$ cat config.mk
export PLATFORM = sky130hd
export DESIGN_NAME = nsr_frame_mem
export DESIGN_NICKNAME = d
export VERILOG_FILES = /design/src/nsr_pkg.sv /design/src/nsr_frame_mem.sv
export SDC_FILE = /design/constraint.sdc
export NUM_CORES = 1
export LEC_CHECK = 0
export BUFFER_PORTS_ARGS = -buffer_cell sky130_fd_sc_hd__buf_2
export CORE_MARGIN = 2
export CORE_UTILIZATION = 50
export DETAILED_ROUTE_END_ITERATION = 6
export PLACE_DENSITY = 0.64
export SKIP_CTS_REPAIR_TIMING = 1
export SLEW_MARGIN = 20
export SYNTH_ARGS = -nofsm -noshare
export SYNTH_HDL_FRONTEND = slang
export SYNTH_SLANG_ARGS = --single-unit
$ cat constraint.sdc
create_clock -name clk -period 6.6 [get_ports clk]
set_input_delay 0 -clock clk [delete_from_list [all_inputs] [get_ports clk]]
set_output_delay 0 -clock clk [all_outputs]
set_load 0.005 [all_outputs]
$ cat src/nsr_pkg.sv
package nsr_pkg;

  localparam int MAX_FRAME_BYTES    = 86;
  localparam int MIN_FRAME_BYTES    = 78;
  localparam int OPTION_FRAME_BYTES = 86;
  localparam int STORE_WORDS        = (MAX_FRAME_BYTES + 7) / 8;
  localparam int ADDR_W             = $clog2(STORE_WORDS);
  localparam int LEN_W              = $clog2(MAX_FRAME_BYTES + 1);
  localparam int SUM_W              = 16 + $clog2(STORE_WORDS * 4 + 2);
  localparam int CFG_IDX_W          = 3;

  localparam int OFF_MAC  = 6;
  localparam int OFF_ETH  = 12;
  localparam int OFF_PLEN = 18;
  localparam int OFF_NH   = 20;
  localparam int OFF_SRC  = 22;
  localparam int OFF_TYPE = 54;
  localparam int OFF_CSUM = 56;
  localparam int OFF_TGT  = 62;
  localparam int OFF_MAC2 = 80;

  localparam logic [15:0] ETH_IPV6  = 16'h86DD;
  localparam logic [7:0]  NH_ICMPV6 = 8'h3A;
  localparam logic [7:0]  ICMP_NS   = 8'h87;

  localparam logic [CFG_IDX_W-1:0] REG_SOURCE_MAC       = 3'd0;
  localparam logic [CFG_IDX_W-1:0] REG_LINK_LOCAL_UPPER = 3'd1;
  localparam logic [CFG_IDX_W-1:0] REG_LINK_LOCAL_LOWER = 3'd2;
  localparam logic [CFG_IDX_W-1:0] REG_PREFIX_FIRST     = 3'd3;
  localparam logic [CFG_IDX_W-1:0] REG_PREFIX_SECOND    = 3'd4;
  localparam logic [CFG_IDX_W-1:0] REG_PREFIXES_IN_USE  = 3'd5;

  localparam logic [2:0] VERDICT_PASS       = 3'd0;
  localparam logic [2:0] VERDICT_SHORT      = 3'd1;
  localparam logic [2:0] VERDICT_NOT_IPV6   = 3'd2;
  localparam logic [2:0] VERDICT_NOT_ICMPV6 = 3'd3;
  localparam logic [2:0] VERDICT_NOT_NS     = 3'd4;
  localparam logic [2:0] VERDICT_PREFIX     = 3'd5;

  typedef struct packed {
    logic [63:0] frame_word;
    logic [3:0]  word_bytes;
    logic        frame_end;
  } frame_in_t;

  typedef struct packed {
    logic [63:0] out_word;
    logic [3:0]  out_bytes;
    logic        out_last;
    logic [2:0]  verdict;
  } result_t;

  typedef struct packed {
    logic [47:0] source_mac;
    logic [63:0] link_local_upper;
    logic [63:0] link_local_lower;
    logic [63:0] prefix_first;
    logic [63:0] prefix_second;
    logic [1:0]  prefixes_in_use;
  } cfg_t;

  typedef struct packed {
    logic              en;
    logic [ADDR_W-1:0] addr;
    logic [63:0]       data;
  } mem_wr_t;

  typedef struct packed {
    logic [2:0]  verdict;
    logic [15:0] csum;
  } status_t;

  // substitutes mac, ipv6 source and checksum bytes; zeroes bytes past the frame end
  function automatic logic [63:0] nsr_rewrite(input logic [63:0]      word,
                                              input logic [ADDR_W-1:0] idx,
                                              input logic [LEN_W-1:0]  len,
                                              input cfg_t              cfg,
                                              input logic [15:0]       csum);
    logic [63:0]  res;
    logic [7:0]   b;
    logic [47:0]  mac_sh;
    logic [127:0] src_sh;
    int           p;
    int           n;
    res = '0;
    n   = int'(len);
    for (int j = 0; j < 8; j++) begin
      p = int'(idx) * 8 + j;
      b = word[63 - 8 * j -: 8];
      if (p >= n) begin
        b = 8'h00;
      end else if (p >= OFF_MAC && p < OFF_MAC + 6) begin
        mac_sh = cfg.source_mac << (8 * (p - OFF_MAC));
        b      = mac_sh[47:40];
      end else if (p >= OFF_MAC2 && p < OFF_MAC2 + 6 && n == OPTION_FRAME_BYTES) begin
        mac_sh = cfg.source_mac << (8 * (p - OFF_MAC2));
        b      = mac_sh[47:40];
      end else if (p >= OFF_SRC && p < OFF_SRC + 16) begin
        src_sh = {cfg.link_local_upper, cfg.link_local_lower} << (8 * (p - OFF_SRC));
        b      = src_sh[127:120];
      end else if (p == OFF_CSUM) begin
        b = csum[15:8];
      end else if (p == OFF_CSUM + 1) begin
        b = csum[7:0];
      end
      res[63 - 8 * j -: 8] = b;
    end
    return res;
  endfunction

endpackage

$ cat src/nsr_frame_mem.sv
module nsr_frame_mem import nsr_pkg::*; (
  input  logic              clk,
  input  mem_wr_t           wr,
  input  logic              rd_en,
  input  logic [ADDR_W-1:0] rd_addr,
  output logic [63:0]       rd_data
);

  logic [63:0] mem [STORE_WORDS];

  always_ff @(posedge clk) begin
    if (wr.en) begin
      mem[wr.addr] <= wr.data;
    end
    if (rd_en) begin
      rd_data <= mem[rd_addr];
    end
  end

endmodule

== Yosys cells after proc, flatten, opt, wreduce, memory -nomap -nowiden ==
Memory sizes are Yosys's and may differ from the RTL's. A register that Yosys moved wholly into a read port is not among the register bits.
Index checks and enable logic that the tools add are counted.

* Flip-flop bits (word level): 0
* RAM bits: 704
* Memories: 1

{| class="wikitable"
|+ Memory list
! memory !! depth !! bits a word !! read ports !! clocked after memory_dff !! wr ports !! line !! source
|-
| mem || 11 || 64 || 1 || 1 || 1 || nsr_frame_mem.sv:9 || <nowiki>logic [63:0] mem [STORE_WORDS];</nowiki>
|}

* Mux-type cells: 2

{| class="wikitable"
|+ Operators with widths
! operator !! number
|-
| $mux 1 || 2
|}

== Logic depth before layout (Yosys ltp) ==
* Word-level depth: 2
* Gate-level depth with buffers: 6

== Worst setup path after synthesis ==
No wires, ideal clock.

* Path type: input to register
* Start: in wr[67] in the netlist's numbering
* End: mem mem[0][0] (enable)
* Arrival: 4864 ps
* Setup slack: 1170 ps
* Cell stages on the path: 2
* Cells stage by stage: or3b_2 -> nor3_1

{| class="wikitable"
|+ RTL lines
! item !! line !! source
|-
| start, declared || nsr_frame_mem.sv:3 || <nowiki>input mem_wr_t wr,</nowiki>
|-
| end, declared || nsr_frame_mem.sv:9 ||
|}

No word-level cell before the write port.

== Worst setup path in the final report ==
* Start: in wr[67] in the netlist's numbering
* End: mem mem[1][10] (enable)

No word-level cell before the write port.

==> flow_metrics.py <==
metrics = {
    "outcome": {
        "status": "complete, no violations",
    },
    "die": {
        "coreArea_um2": 58700,
        "io_pins": 139,
        "die_w_um": 247,
        "die-area_um2": 60900,
        "row_count": 89,
        "die_height_um": 247,
        "start_util_pct": 50.2,
    },
    "logic_synthesis": {
        "ys_seq_area_share_pct": 78.2,
        "yosys-mux-area-fraction_pct": 11.7,
        "syn_nets": 1595,
        "synth_xor_area_share_pct": 0,
        "synth.cell_area_um2": 29500,
        "synth_top_flop_cell": "edfxtp_1",
        "ys.warnings.count": 0,
        "synth_fa_ha_area_share_pct": 0,
        "synth-compound-area-share_pct": 6.52,
        "synthCells": 1520,
        "synth_top_family_by_area": "multiplexers",
        "async_flop_share_pct": 0,
        "avgSynthCellArea_um2": 19.4,
        "synth-simple-area-share_pct": 1.72,
        "synth.distinct_cells": 22,
        "ys_seq_elements": 768,
        "synth_edf_count": 768,
    },
    "sta": {
        "slew_headroom_pct": 25.5,
        "post-route-period-util_pct": 29.4,
        "tns_ps": 0,
        "clock.fmax_ghz": 0.515,
        "drv_slew": 0,
        "hold_viol_final": 0,
        "tightest_slew_ps": 1120,
        "rsz0062_at_grt": "false",
        "period_needed_ps": 1940,
        "setup_violations": 0,
        "skew_ps": 10.5,
    },
    "cts": {
        "clock_latency_ps": 600,
        "cts_buffer_depth": 3,
        "clock-sinks": 768,
        "cts_buffers": 76,
        "cts_tree": "built",
        "htreeDepth": 3,
        "cts_root_buffer": "clkbuf_16",
        "clkSlewWorstSetupHoldPaths_ps": 60,
    },
    "cells_and_area": {
        "final_common_cell": "edfxtp_1",
        "syn2layout_area_growth_pct": 15.4,
        "drive_gt1_share_pct": 26.8,
        "nFillCells": 4360,
        "final_cell_mix": "768 x edfxtp_1, 192 x mux2_2, 134 x buf_2",
        "ff_latch_area_um2": 23100,
        "nets": 1811,
        "final_core_util_pct": 58.0,
        "multi_input_area_um2": 5980,
    },
    "global_route": {
        "antenna_found_initial": 4,
        "grt_max_degree": 132,
        "grt_pass1_vias": 14546,
        "overflow": 0,
        "track_usage_pct": 20.5,
        "grt_pass1_wl_um": 91400,
    },
    "worst_hold_path": {
        "min_to": "mem[0][42]$_DFFE_PP_",
        "hold_path.class": "input port to flip-flop",
        "hold_depth": 3,
        "worstHoldStart": "wr[64]",
    },
    "place": {
        "port_buffers": 138,
        "gp_congestion": 0.721,
        "dp_hpwl_um": 30300,
    },
    "power": {
        "leakagePower_nw": 11.4,
        "total_power_w": 0.0103,
        "vdd_ir_drop_max_v": 0.000170,
        "powerDensity_nw_per_um2": 302,
    },
    "detailed_routing": {
        "routed_via_density": 5.73,
        "post_drt_wl_per_cell_um": 24.4,
        "drc": 0,
        "drt_wl_total_um": 62600,
        "drt_first_pass_iters": 7,
        "num_vias": 14693,
        "detail-route-antenna-nets": 0,
        "drt_iter0_drc": 1238,
    },
    "setup_path": {
        "crit_type": "input port to flip-flop",
        "cp.required_ps": 6820,
        "crit_path_max_fanout": 46,
        "r2r_start": "mem[9][32]$_DFFE_PP_",
        "reg2reg_depth": 3,
        "cp.arrival_ps": 2160,
        "r2r_slack_ps": 5350,
        "startpoint_type": "input port",
        "worstReg2RegEnd": "rd_data[32]$_DFFE_PP_",
        "endpoint_kind": "flip-flop",
    },
    "run": {
        "maxCapViolations": 0,
    },
}
-- layer usage --
layer / part of all wire [%] / vias up / GRT usage (%)
met5: 0.042 / - / 0
met4: 1.7 / 4 / 5.83
met3: 5.2 / 70 / 3.59
met2: 49 / 383 / 33.3
met1: 44 / 7619 / 28.8
li1: - / 6617 / -
-- layout make-up --
| class | count | area share (%) |
|---|---|---|
| Multi-Input combinational cell | 661 | 17.6 |
| Tap cell | 773 | 2.84 |
| Antenna cell | 1 | 0.00736 |
| Sequential cell | 768 | 67.8 |
| Clock buffer | 88 | 5.91 |
| Clock inverter | 46 | 1.25 |
| Timing Repair Buffer | 229 | 4.61 |
-- synth_stat cells, types with 8 or more instances --
master    number  area (um^2)
clkbuf_1      39          146
buf_2         23          115
buf_4         15          113
mux2i_1      128         1280
o31ai_1       64          480
mux2_2       192         2160
o211ai_1      64          480
o22ai_1       64          400
nand2b_1      67          419
a22o_1        64          561
edfxtp_1     768        23100
nor2_1         8         30.0
buf_6          9          101
-- cells by family (layout without fill, tap and decap cells) --
family                 after synthesis  in the layout
AND/OR/NAND/NOR                     85             85
other                                0              1
AO/OA/AOI/OAI                      256            256
multiplexers                       320            320
flip-flops                         768            768
buffers and inverters               91            363
-- sequential cells by signal, indices dropped and copies added, names as in the netlist --
name	cells
mem	704
rd_data	64
-- power by group --
part / leakage, nW / total, W / switching [W] / internal, W
Sequential: 6.99 / 0.00554 / 0.0000356 / 0.00550
Combinational: 3.20 / 0.000527 / 0.000313 / 0.000214
Clock: 1.19 / 0.00422 / 0.00173 / 0.00249
-- critical path: stages --
cell and delay, ps:
buf_2 110, or3b_2 590, nor2_4 640, buf_4 790
-- worst max-delay path by stage --
stage / startpoint / endpoint / slack, ps / depth (start not counted)
final: wr[67] / mem[1][10]$_DFFE_PP_ / 4660 / 4
after global placement: wr[67] / mem[5][32]$_DFFE_PP_ / 3980 / 4
after floorplan: wr[67] / mem[0][0]$_DFFE_PP_ / 1170 / 2
after global routing: wr[67] / mem[1][26]$_DFFE_PP_ / 4540 / 4
after detailed placement: wr[67] / mem[1][25]$_DFFE_PP_ / 3960 / 4
after CTS: wr[67] / mem[1][26]$_DFFE_PP_ / 4600 / 4
-- stage by stage --
stage	hold slack (ps)	cell area [um^2]	setup WS (ps)	std cells
CTS	-326	33400	4600	2500
global placement	302	30900	3980	2366
global route	80.7	34000	4540	2566
finish	70.0	34000	4660	2566
floorplan	98.9	29500	1170	1520
detailed placement	311	30900	3960	2366
Note: power is estimated with default switching activity, not from simulation.
