===== src/nsr_pkg.sv =====
package nsr_pkg;

  localparam int MAX_FRAME_BYTES    = 86;
  localparam int MIN_FRAME_BYTES    = 78;
  localparam int OPTION_FRAME_BYTES = 86;
  localparam int STORE_WORDS        = (MAX_FRAME_BYTES + 7) / 8;
  localparam int ADDR_W             = $clog2(STORE_WORDS);
  localparam int LEN_W              = $clog2(MAX_FRAME_BYTES + 1);
  localparam int SUM_W              = 16 + $clog2(STORE_WORDS * 4 + 2);
  localparam int CFG_IDX_W          = 3;

  localparam int OFF_MAC  = 6;
  localparam int OFF_ETH  = 12;
  localparam int OFF_PLEN = 18;
  localparam int OFF_NH   = 20;
  localparam int OFF_SRC  = 22;
  localparam int OFF_TYPE = 54;
  localparam int OFF_CSUM = 56;
  localparam int OFF_TGT  = 62;
  localparam int OFF_MAC2 = 80;

  localparam logic [15:0] ETH_IPV6  = 16'h86DD;
  localparam logic [7:0]  NH_ICMPV6 = 8'h3A;
  localparam logic [7:0]  ICMP_NS   = 8'h87;

  localparam logic [CFG_IDX_W-1:0] REG_SOURCE_MAC       = 3'd0;
  localparam logic [CFG_IDX_W-1:0] REG_LINK_LOCAL_UPPER = 3'd1;
  localparam logic [CFG_IDX_W-1:0] REG_LINK_LOCAL_LOWER = 3'd2;
  localparam logic [CFG_IDX_W-1:0] REG_PREFIX_FIRST     = 3'd3;
  localparam logic [CFG_IDX_W-1:0] REG_PREFIX_SECOND    = 3'd4;
  localparam logic [CFG_IDX_W-1:0] REG_PREFIXES_IN_USE  = 3'd5;

  localparam logic [2:0] VERDICT_PASS       = 3'd0;
  localparam logic [2:0] VERDICT_SHORT      = 3'd1;
  localparam logic [2:0] VERDICT_NOT_IPV6   = 3'd2;
  localparam logic [2:0] VERDICT_NOT_ICMPV6 = 3'd3;
  localparam logic [2:0] VERDICT_NOT_NS     = 3'd4;
  localparam logic [2:0] VERDICT_PREFIX     = 3'd5;

  typedef struct packed {
    logic [63:0] frame_word;
    logic [3:0]  word_bytes;
    logic        frame_end;
  } frame_in_t;

  typedef struct packed {
    logic [63:0] out_word;
    logic [3:0]  out_bytes;
    logic        out_last;
    logic [2:0]  verdict;
  } result_t;

  typedef struct packed {
    logic [47:0] source_mac;
    logic [63:0] link_local_upper;
    logic [63:0] link_local_lower;
    logic [63:0] prefix_first;
    logic [63:0] prefix_second;
    logic [1:0]  prefixes_in_use;
  } cfg_t;

  typedef struct packed {
    logic              en;
    logic [ADDR_W-1:0] addr;
    logic [63:0]       data;
  } mem_wr_t;

  typedef struct packed {
    logic [2:0]  verdict;
    logic [15:0] csum;
  } status_t;

  // substitutes mac, ipv6 source and checksum bytes; zeroes bytes past the frame end
  function automatic logic [63:0] nsr_rewrite(input logic [63:0]      word,
                                              input logic [ADDR_W-1:0] idx,
                                              input logic [LEN_W-1:0]  len,
                                              input cfg_t              cfg,
                                              input logic [15:0]       csum);
    logic [63:0]  res;
    logic [7:0]   b;
    logic [47:0]  mac_sh;
    logic [127:0] src_sh;
    int           p;
    int           n;
    res = '0;
    n   = int'(len);
    for (int j = 0; j < 8; j++) begin
      p = int'(idx) * 8 + j;
      b = word[63 - 8 * j -: 8];
      if (p >= n) begin
        b = 8'h00;
      end else if (p >= OFF_MAC && p < OFF_MAC + 6) begin
        mac_sh = cfg.source_mac << (8 * (p - OFF_MAC));
        b      = mac_sh[47:40];
      end else if (p >= OFF_MAC2 && p < OFF_MAC2 + 6 && n == OPTION_FRAME_BYTES) begin
        mac_sh = cfg.source_mac << (8 * (p - OFF_MAC2));
        b      = mac_sh[47:40];
      end else if (p >= OFF_SRC && p < OFF_SRC + 16) begin
        src_sh = {cfg.link_local_upper, cfg.link_local_lower} << (8 * (p - OFF_SRC));
        b      = src_sh[127:120];
      end else if (p == OFF_CSUM) begin
        b = csum[15:8];
      end else if (p == OFF_CSUM + 1) begin
        b = csum[7:0];
      end
      res[63 - 8 * j -: 8] = b;
    end
    return res;
  endfunction

endpackage


===== src/nsr_packer.sv =====
module nsr_packer import nsr_pkg::*; (
  input  logic             clk,
  input  logic             rst,
  input  logic             accept,
  input  frame_in_t        item,
  input  logic             flush,
  output logic [LEN_W-1:0] byte_total,
  output mem_wr_t          wr
);

  logic [63:0]      acc;
  logic [63:0]      acc_next;
  logic [LEN_W-1:0] byte_total_next;
  logic [2:0]       acc_n;
  logic [3:0]       n;
  logic [3:0]       take;
  logic [3:0]       total;
  logic [63:0]      keep;
  logic [127:0]     merged;
  int               room;

  assign acc_n = byte_total[2:0];

  always_comb begin
    n      = (item.word_bytes > 4'd8) ? 4'd8 : item.word_bytes;
    room   = MAX_FRAME_BYTES - int'(byte_total);
    take   = (int'(n) > room) ? 4'(room) : n;
    keep   = ~({64{1'b1}} >> {take, 3'b000});
    merged = {acc, 64'h0} | ({item.frame_word & keep, 64'h0} >> {acc_n, 3'b000});
    total  = {1'b0, acc_n} + take;

    wr              = '0;
    acc_next        = acc;
    byte_total_next = byte_total;
    if (accept) begin
      byte_total_next = byte_total + LEN_W'(take);
      if (total >= 4'd8) begin
        wr.en    = 1'b1;
        wr.addr  = ADDR_W'(byte_total >> 3);
        wr.data  = merged[127:64];
        acc_next = merged[63:0];
      end else begin
        acc_next = merged[127:64];
      end
    end else if (flush) begin
      // partial tail word
      wr.en           = (acc_n != 3'd0);
      wr.addr         = ADDR_W'(byte_total >> 3);
      wr.data         = acc;
      acc_next        = '0;
      byte_total_next = '0;
    end
  end

  always_ff @(posedge clk) begin
    if (rst) begin
      acc        <= '0;
      byte_total <= '0;
    end else begin
      acc        <= acc_next;
      byte_total <= byte_total_next;
    end
  end

endmodule


===== config.mk =====
export PLATFORM = sky130hd
export DESIGN_NAME = nsr_packer
export DESIGN_NICKNAME = d
export VERILOG_FILES = /design/src/nsr_pkg.sv /design/src/nsr_packer.sv
export SDC_FILE = /design/constraint.sdc
export NUM_CORES = 1
export LEC_CHECK = 0
export BUFFER_PORTS_ARGS = -buffer_cell sky130_fd_sc_hd__buf_2
export CAP_MARGIN = 5
export CORE_AREA = 2 2 238 123
export CTS_CLUSTER_DIAMETER = 60
export CTS_CLUSTER_SIZE = 10
export DETAILED_ROUTE_END_ITERATION = 10
export DIE_AREA = 0 0 240 125
export SETUP_SLACK_MARGIN = 0.2
export SYNTH_ARGS = -nofsm -noshare
export SYNTH_HDL_FRONTEND = slang
export SYNTH_SLANG_ARGS = --single-unit

===== constraint.sdc =====
create_clock -name clk -period 9 [get_ports clk]
set_clock_uncertainty 0.1 [all_clocks]
set_input_delay 1.8 -clock clk [delete_from_list [all_inputs] [get_ports clk]]
set_output_delay 1.8 -clock clk [all_outputs]
set_load 0.005 [all_outputs]

-- Yosys cells after proc, flatten, opt, wreduce, memory -nomap -nowiden
Index checks and enable logic that the tools add are counted.
- bits in registers: 71
- bits of input ports: 73
- add/sub/neg operators: 3
- order comparisons: 3
- shifts and indexed selects: 2
- multiplexer cells: 10
- bitwise operators: 3
- reductions and logical operators: 2
- operator list (kind ; number):
    69-bit 2-to-1 mux ; 3
    64-bit 2-to-1 mux ; 3
    128-bit OR ; 1
    128-bit by 6-bit right shift with 128-bit output ; 1
    64-bit AND ; 1
    64-bit inverter ; 1
    64-bit by 7-bit right shift with 64-bit output (first input constant) ; 1
    7-bit 2-to-1 mux ; 2
    5-bit by 8-bit > comparator with 1-bit output ; 1
    4-bit 2-to-1 mux ; 2
    7-bit by 7-bit subtractor with 8-bit output (first input constant) ; 1
    7-bit by 4-bit adder with 7-bit output ; 1
    3-bit by 4-bit adder with 4-bit output ; 1
    4-bit greater-or-equal comparator (second input constant) ; 1
    4-bit > comparator (second input constant) ; 1
    3-bit nonzero test ; 1
    2-bit nonzero test ; 1

-- Depth between registers and ports, before layout
Gate-level depths: netlist of the first run.
- depth after elaboration: 11
- mapped depth: 25
- gate-level depth less buffers: 19

-- Worst setup path before layout of the first run
No wires, ideal clock.
- path type: input port to output port
- start: in item[4] in the netlist's numbering
- end: out wr[59] in the netlist's numbering
- arrival time: 5922 ps
- required time: 7100 ps
- slack: 1178 ps
- cell stages on the path: 20
- cells stage by stage: clkbuf_1 nand2b_1 inv_1 ha_1 o211a_1 o211ai_1 buf_2 o21ai_1 a21oi_1 ha_1 a21o_1 a21oi_1 nand3_1 o22ai_1 a211oi_4 nor2_1 and2_1 buf_1 a21oi_1 nor2_1
- RTL lines (item ; RTL line ; text):
    start, declared ; nsr_packer.sv:5 ; input frame_in_t item,
    end, declared ; nsr_packer.sv:8 ; output mem_wr_t wr

==> results of run 1 <==
[worst paths after layout]
path / from / end
hold / removal: acc[7]$_SDFFE_PP0P_ / acc[7]$_SDFFE_PP0P_
setup / recovery: item[4] / wr[44]
hold reg to reg: acc[7]$_SDFFE_PP0P_ / acc[7]$_SDFFE_PP0P_
setup reg to reg: byte_total[0]$_SDFFE_PP0P_ / acc[10]$_SDFFE_PP0P_
[per-layer routing]
| metal | routed length (µm) | share of wire |
|---|---|---|
| met3 | 7000 | 0.16 |
| met2 | 15400 | 0.36 |
| met4 | 1000 | 0.024 |
| met1 | 19000 | 0.45 |
| met5 | 148 | 0.0035 |
[placed cells by master (no fill, tap or decap), types with 16 or more instances in the layout]
cell      netlist  routed
a22o_1         25      25
and3_1         16      16
a211oi_1       22      22
o221ai_1       21      21
a21oi_1       105     105
or3_1          17      17
a221oi_1       20      20
buf_4           2      27
nor2_1        105     102
a31oi_1        16      16
a22oi_1        32      32
o21ai_0        69      69
dfxtp_1        71      69
a221o_1        16      16
a32o_1         17      17
inv_1          19      19
mux2i_1        18      18
nand2_1       104     103
nand3_1        16      16
buf_2          20     147
[report_power, final]
part	leakage [nW]	switching, mW	internal (mW)
Clock	0.169	0.158	0.285
Sequential	0.579	0.0167	0.331
Combinational	2.84	0.335	0.161
Total	3.58	0.510	0.777
[registers in the layout, summed over array words and instances (netlist names)]
register    count
acc            64
byte_total      7
[critical path, stage by stage]
cell	delay [ns]
buf_2	0.22
nand2b_1	0.22
inv_1	0.10
ha_1	0.29
nor2b_1	0.14
o211a_1	0.17
o211ai_1	0.13
buf_4	0.21
o211ai_1	0.39
nand2_1	0.21
ha_1	0.39
a21o_1	0.28
o21ai_0	0.22
o211ai_2	0.46
nand2_1	0.17
buf_4	0.26
nor2_1	0.31
buf_4	0.26
nand2b_1	0.08
a21oi_1	0.24
buf_2	0.18
[area by class of cell]
type,instances,share of cell area
sequential,71,0.157
inverter,19,0.00786
antenna,1,0.000276
timing repair buffer,174,0.103
clock buffer,12,0.0283
tap,391,0.0539
clock inverter,3,0.00992
multi-input combinational,865,0.640
[logic make-up after synthesis]
family	Yosys count	share of synthesized area
compound gates	478	0.456
simple gates	341	0.215
buf+inv	117	0.0633
flops	71	0.185
mux	30	0.0527
fa+ha+maj	11	0.0189
xor+xnor	5	0.00911
[what timing repair did]
| item | in CTS | in global routing |
|---|---|---|
| endpoints found under the setup margin | 0 | 8 |
| setup buffers | 0 | 0 |
| resized for setup | 0 | 1 |
[cell usage after synthesis, types with 18 or more instances]
master / count
o21ai_0: 69
o221ai_1: 21
inv_1: 19
a22o_1: 25
clkbuf_1: 67
nor2_1: 105
buf_2: 20
a22oi_1: 32
a21oi_1: 105
mux2i_1: 18
nand2_1: 104
dfxtp_1: 71
a221oi_1: 20
a211oi_1: 22
[per-stage QoR]
step	power, mW	hold slack, ns	utilization	area [µm²]
2_1_floorplan	0.624	0.333	-	7690
3_3_place_gp	0.818	0.350	0.310	8730
3_5_place_dp	0.824	0.354	0.310	8730
4_1_cts	1.26	0.371	0.322	9070
5_1_grt	1.33	0.408	0.322	9070
6_report	1.29	0.375	0.322	9080
==> impl_metrics.ini, run 1 <==
[status]
result_of_the_run = finished, final reports clean

[finish]
multi_input_comb_area_mm2 = 0.00581
fillCellCount = 3097
areaGrowthSynthToFinish_pct = 18.1
ff_latch_area_mm2 = 0.00142
layout_cell_share_with_drive_strength_beyond_1 = 0.211
number_of_nets_in_the_layout = 1224
fin_cells = 1536

[floorplanning]
fp.coreArea_mm2 = 0.0282
total_die_area_mm2 = 0.0300
start_util = 0.273
floorplan_die_width_um = 240
die_height_um = 125
pin_count = 149
number_of_cell_rows = 44

[synth]
synth_top_flop_cell = dfxtp_1
synth_async_sr_flop_share = 0
synth_edf_count = 0
synth.ff_latch_count = 71
synth_area_leader_cell = dfxtp_1
syn_inst = 1053
syn_nets = 1137
synth.yosys.seq_area_share = 0.185
synth_largest_type_area_fraction = 0.185
yosys_warnings = 0
synth_area_leaders = dfxtp_1 (18%), a21oi_1 (6.8%), nor2_1 (5.1%)
synth.avg_cell_area_um2 = 7.30
mappedNetlistArea_mm2 = 0.00769
synth.distinct_cells = 85

[power]
power_leakage_nw = 3.58
power_density_mw_per_mm2 = 142
worst_ir_drop_vdd_uv = 88.4

[clock_network]
cts_num_sinks = 71
tritoncts = yes
holdBufCountCts = 0
clkSlewWorstSetupHoldPaths_ns = 0.06
clock_tree.buffer_depth = 2
clk_root_buffer_cell = clkbuf_16
cts-buffers-inserted = 9
clock_tree.htree_level_count = 3
clock_insertion_delay_worst_skew_ns = 0.37

[drt]
total_number_of_vias = 9888
tritonroute_pass_1_iters = 6
routed_wirelength_um = 42600
drt_drc_violations_left = 0
ant_nets = 0
routed_wl_per_cell_um = 27.7
detail_route.vias_per_cell = 6.44
drtIter0Drc = 1553

[placement]
io_buffers = 147
dp_slack_ns = 0.368
place.gp.congestion = 1.02
dp_hpwl_um = 32100
place_inst = 1520

[timing]
final_worst_path_period_share = 0.960
max_slew_margin = 0.159
number_of_setup_violations_in_the_final_report = 0
worst_slew_pin_slew_ns = 1.26
final_hold_viol_count = 0
fmaxAchievable_ghz = 0.116
final.setup.tns_ns = 0
rsz0062_at_grt = no
timing.final.crit_period_ns = 8.64
slew_violations = 0
worst_slack_ns = 0.356

[setup_path]
crit_path_max_fanout = 18
setup.worst_path.class = in2out
cp-start-kind = input port
critical_path_required_ns = 7.10
crit_arrival_ns = 6.74
ff2ff_path_depth = 20
reg2reg_setup_slack_ns = 2.63
crit_path_end_kind = output port

[global_route]
grt_util_met3 = 0.145
pin_count_of_the_biggest_net_entering_global_routing = 65
overflow = 0
grt_first_pass_wirelength_um = 61300
grt_use_met2 = 0.343
grt_busiest_layer = met1
number_of_antenna_violations_at_the_first_check_in_global_routing = 1
via_count_of_the_first_global_routing_pass = 8979
global_route.usage.total = 0.279
met1_use_gr = 0.405

[flow_run]
drv.max_cap_violation_count = 0

[worst_hold_path]
min_delay_path_depth = 2
worstHoldPathType = reg2reg
(Power assumes the default switching activity.)
==> run 2, diff against run 1 <==
Settings changed: BUFFER_PORTS_ARGS -buffer_cell sky130_fd_sc_hd__buf_2 to default, DONT_BUFFER_PORTS from default to 1.
==> run 2 against run 1 <==
Critical path type unchanged. Highest routed layer unchanged. Global-route usage decreased by 0.56 points. Largest cell class unchanged. Register-to-register slack better by 0.02 ns. Sequential share of layout area is 1.1 points higher.
==> impl_metrics.ini, run 2 (same netlist as run 1, synthesis figures left out) <==
[global_route]
grt_busiest_layer = met1
overflow = 0
grt_util_met3 = 0.156
grt_first_pass_wirelength_um = 60000
grt_use_met2 = 0.334
global_route.usage.total = 0.273
number_of_antenna_violations_at_the_first_check_in_global_routing = 2
met1_use_gr = 0.397
via_count_of_the_first_global_routing_pass = 8491
pin_count_of_the_biggest_net_entering_global_routing = 65

[drt]
detail_route.vias_per_cell = 6.77
drtIter0Drc = 1663
routed_wirelength_um = 42100
total_number_of_vias = 9539
ant_nets = 0
tritonroute_pass_1_iters = 7
routed_wl_per_cell_um = 29.9
drt_drc_violations_left = 0

[setup_path]
cpMaxStageDelayCell = nand2_1
buf_inv_on_cp = 4
crit_arrival_ns = 6.68
ff2ff_path_depth = 21
cp.depth = 19
cp-start-kind = input port
crit_path_max_fanout = 19
kind_of_cell_with_the_highest_combined_delay_on_the_critical_path = compound AO/OA/AOI/OAI gates
critical_path_required_ns = 7.10
setup.worst_path.class = in2out
critical_path.max_stage_delay_ns = 0.63
crit_path_end_kind = output port
critPathCapture = wr[44]
reg2reg_setup_slack_ns = 2.65
critical_path.reg2reg.endpoint = acc[19]$_SDFFE_PP0P_
worst_setup_sp = item[4]
crit_chain = nand2b_1, inv_1, ha_1, nor2b_1, o211a_1, o211ai_1, buf_4, o211ai_1, nand2_1, ha_1, a21o_1, o21ai_0, o211ai_2, nand2_1, nor2_1, buf_4, nand2b_1, a21oi_1, buf_4
critical-path-top-cell-by-count = buf_4
worst_r2r_startpoint = byte_total[1]$_SDFFE_PP0P_

[placement]
io_buffers = 0
dp_slack_ns = 0.348
place.gp.congestion = 1.04
place_inst = 1393
placedInstanceArea_mm2 = 0.00814
dp_hpwl_um = 31500

[clock_network]
cts.repair.resized = 0
clkSlewWorstSetupHoldPaths_ns = 0.07
clock_tree.buffer_depth = 2
clock_tree.htree_level_count = 3
cts_post_setup_buffers_inserted = 0
holdBufCountCts = 0
tritoncts = yes
clock_insertion_delay_worst_skew_ns = 0.38
cts_num_sinks = 71
clk_root_buffer_cell = clkbuf_16
cts-buffers-inserted = 9

[status]
result_of_the_run = finished, final reports clean

[finish]
top_regs = acc (64), byte_total (7)
largest_reg_flops = 64
layout.cells.most_common = a21oi_1
top_library_cells_by_usage_in_the_layout_fill_and_taps_aside = a21oi_1 (105), nand2_1 (103), nor2_1 (102)
regMostFlops = acc
number_of_nets_in_the_layout = 1097
n_antenna_cell = 0
layout_cell_share_with_drive_strength_beyond_1 = 0.114
areaGrowthSynthToFinish_pct = 10.3
final_design_area_no_fill_mm2 = 0.00848
fin_cells = 1409

[worst_hold_path]
worstHoldPathType = reg2reg

[timing]
final_worst_path_period_share = 0.953
rsz0062_at_grt = yes
worst_slack_ns = 0.423
slew_violations = 0
worst_slew_pin_slew_ns = 1.04
timing.final.crit_period_ns = 8.58
final_hold_viol_count = 0
number_of_setup_violations_in_the_final_report = 0
final.setup.tns_ns = 0
max_slew_margin = 0.309
fmaxAchievable_ghz = 0.117

[floorplanning]
die_height_um = 125
fp.coreArea_mm2 = 0.0282
pin_count = 149
floorplan_die_width_um = 240
total_die_area_mm2 = 0.0300
number_of_cell_rows = 44
start_util = 0.273

[power]
power_density_mw_per_mm2 = 143
worst_ir_drop_vdd_uv = 81.9
power_leakage_nw = 3.01

[flow_run]
drv.max_cap_violation_count = 0
-- run 2: changes by cell type in the layout (fill, tap and decap cells not counted), sizes merged --
cell,change
buf,-127
clkinvlp,+2
bufinv,-1
clkbuf,-1
clkinv,+1
diode,-1
-- run 2: final cells by class --
type	count	area (µm²)
Clock buffer	11	253
Clock inverter	5	80.1
Fill cell	3082	19700
Inverter	19	71.3
Multi-Input combinational cell	865	5810
Sequential cell	71	1420
Tap cell	391	489
Timing Repair Buffer	47	353
-- run 2: power by group --
| group | internal (mW) | total [mW] | switching [mW] |
|---|---|---|---|
| sequential | 0.330 | 0.347 | 0.0165 |
| clock | 0.258 | 0.428 | 0.171 |
| combinational | 0.142 | 0.434 | 0.291 |
-- run 2: how the worst min path moves through the flow --
stage | from | end | slack, ns | depth (start not counted)
2_1_floorplan | acc[0]$_SDFFE_PP0P_ | acc[0]$_SDFFE_PP0P_ | 0.33 | 2
5_1_grt | acc[2]$_SDFFE_PP0P_ | acc[2]$_SDFFE_PP0P_ | 0.40 | 2
6_report | acc[7]$_SDFFE_PP0P_ | acc[7]$_SDFFE_PP0P_ | 0.37 | 2
4_1_cts | acc[7]$_SDFFE_PP0P_ | acc[7]$_SDFFE_PP0P_ | 0.37 | 2
3_3_place_gp | acc[6]$_SDFFE_PP0P_ | acc[6]$_SDFFE_PP0P_ | 0.35 | 2
3_5_place_dp | acc[1]$_SDFFE_PP0P_ | acc[1]$_SDFFE_PP0P_ | 0.36 | 2
-- run 2: worst register-to-register path, delay by kind of cell (launching register included) --
| kind | cells | cell delay [ns] |
|---|---|---|
| AOI/OAI and AO/OA | 9 | 1.80 |
| xor gates and xnor gates | 1 | 0.70 |
| adders and majority gates | 3 | 1.00 |
| buffers and inverters | 3 | 0.78 |
| DFF | 1 | 0.46 |
| and+or+nand+nor | 5 | 1.45 |
-- run 2: through the flow --
stage	hold WS, ns	power (mW)	utilization
after global placement	0.348	0.757	0.289
final	0.372	1.21	0.301
after global routing	0.399	1.25	0.301
after detailed placement	0.357	0.762	0.289
after floorplan	0.333	0.624	-
after CTS	0.374	1.19	0.301
-- run 2: layer usage --
metal / vias to the layer above / part of all wire
met3: 79 / 0.20
met2: 829 / 0.36
li1: 4042 / -
met4: 2 / 0.026
met1: 4587 / 0.42
met5: - / 0.00031
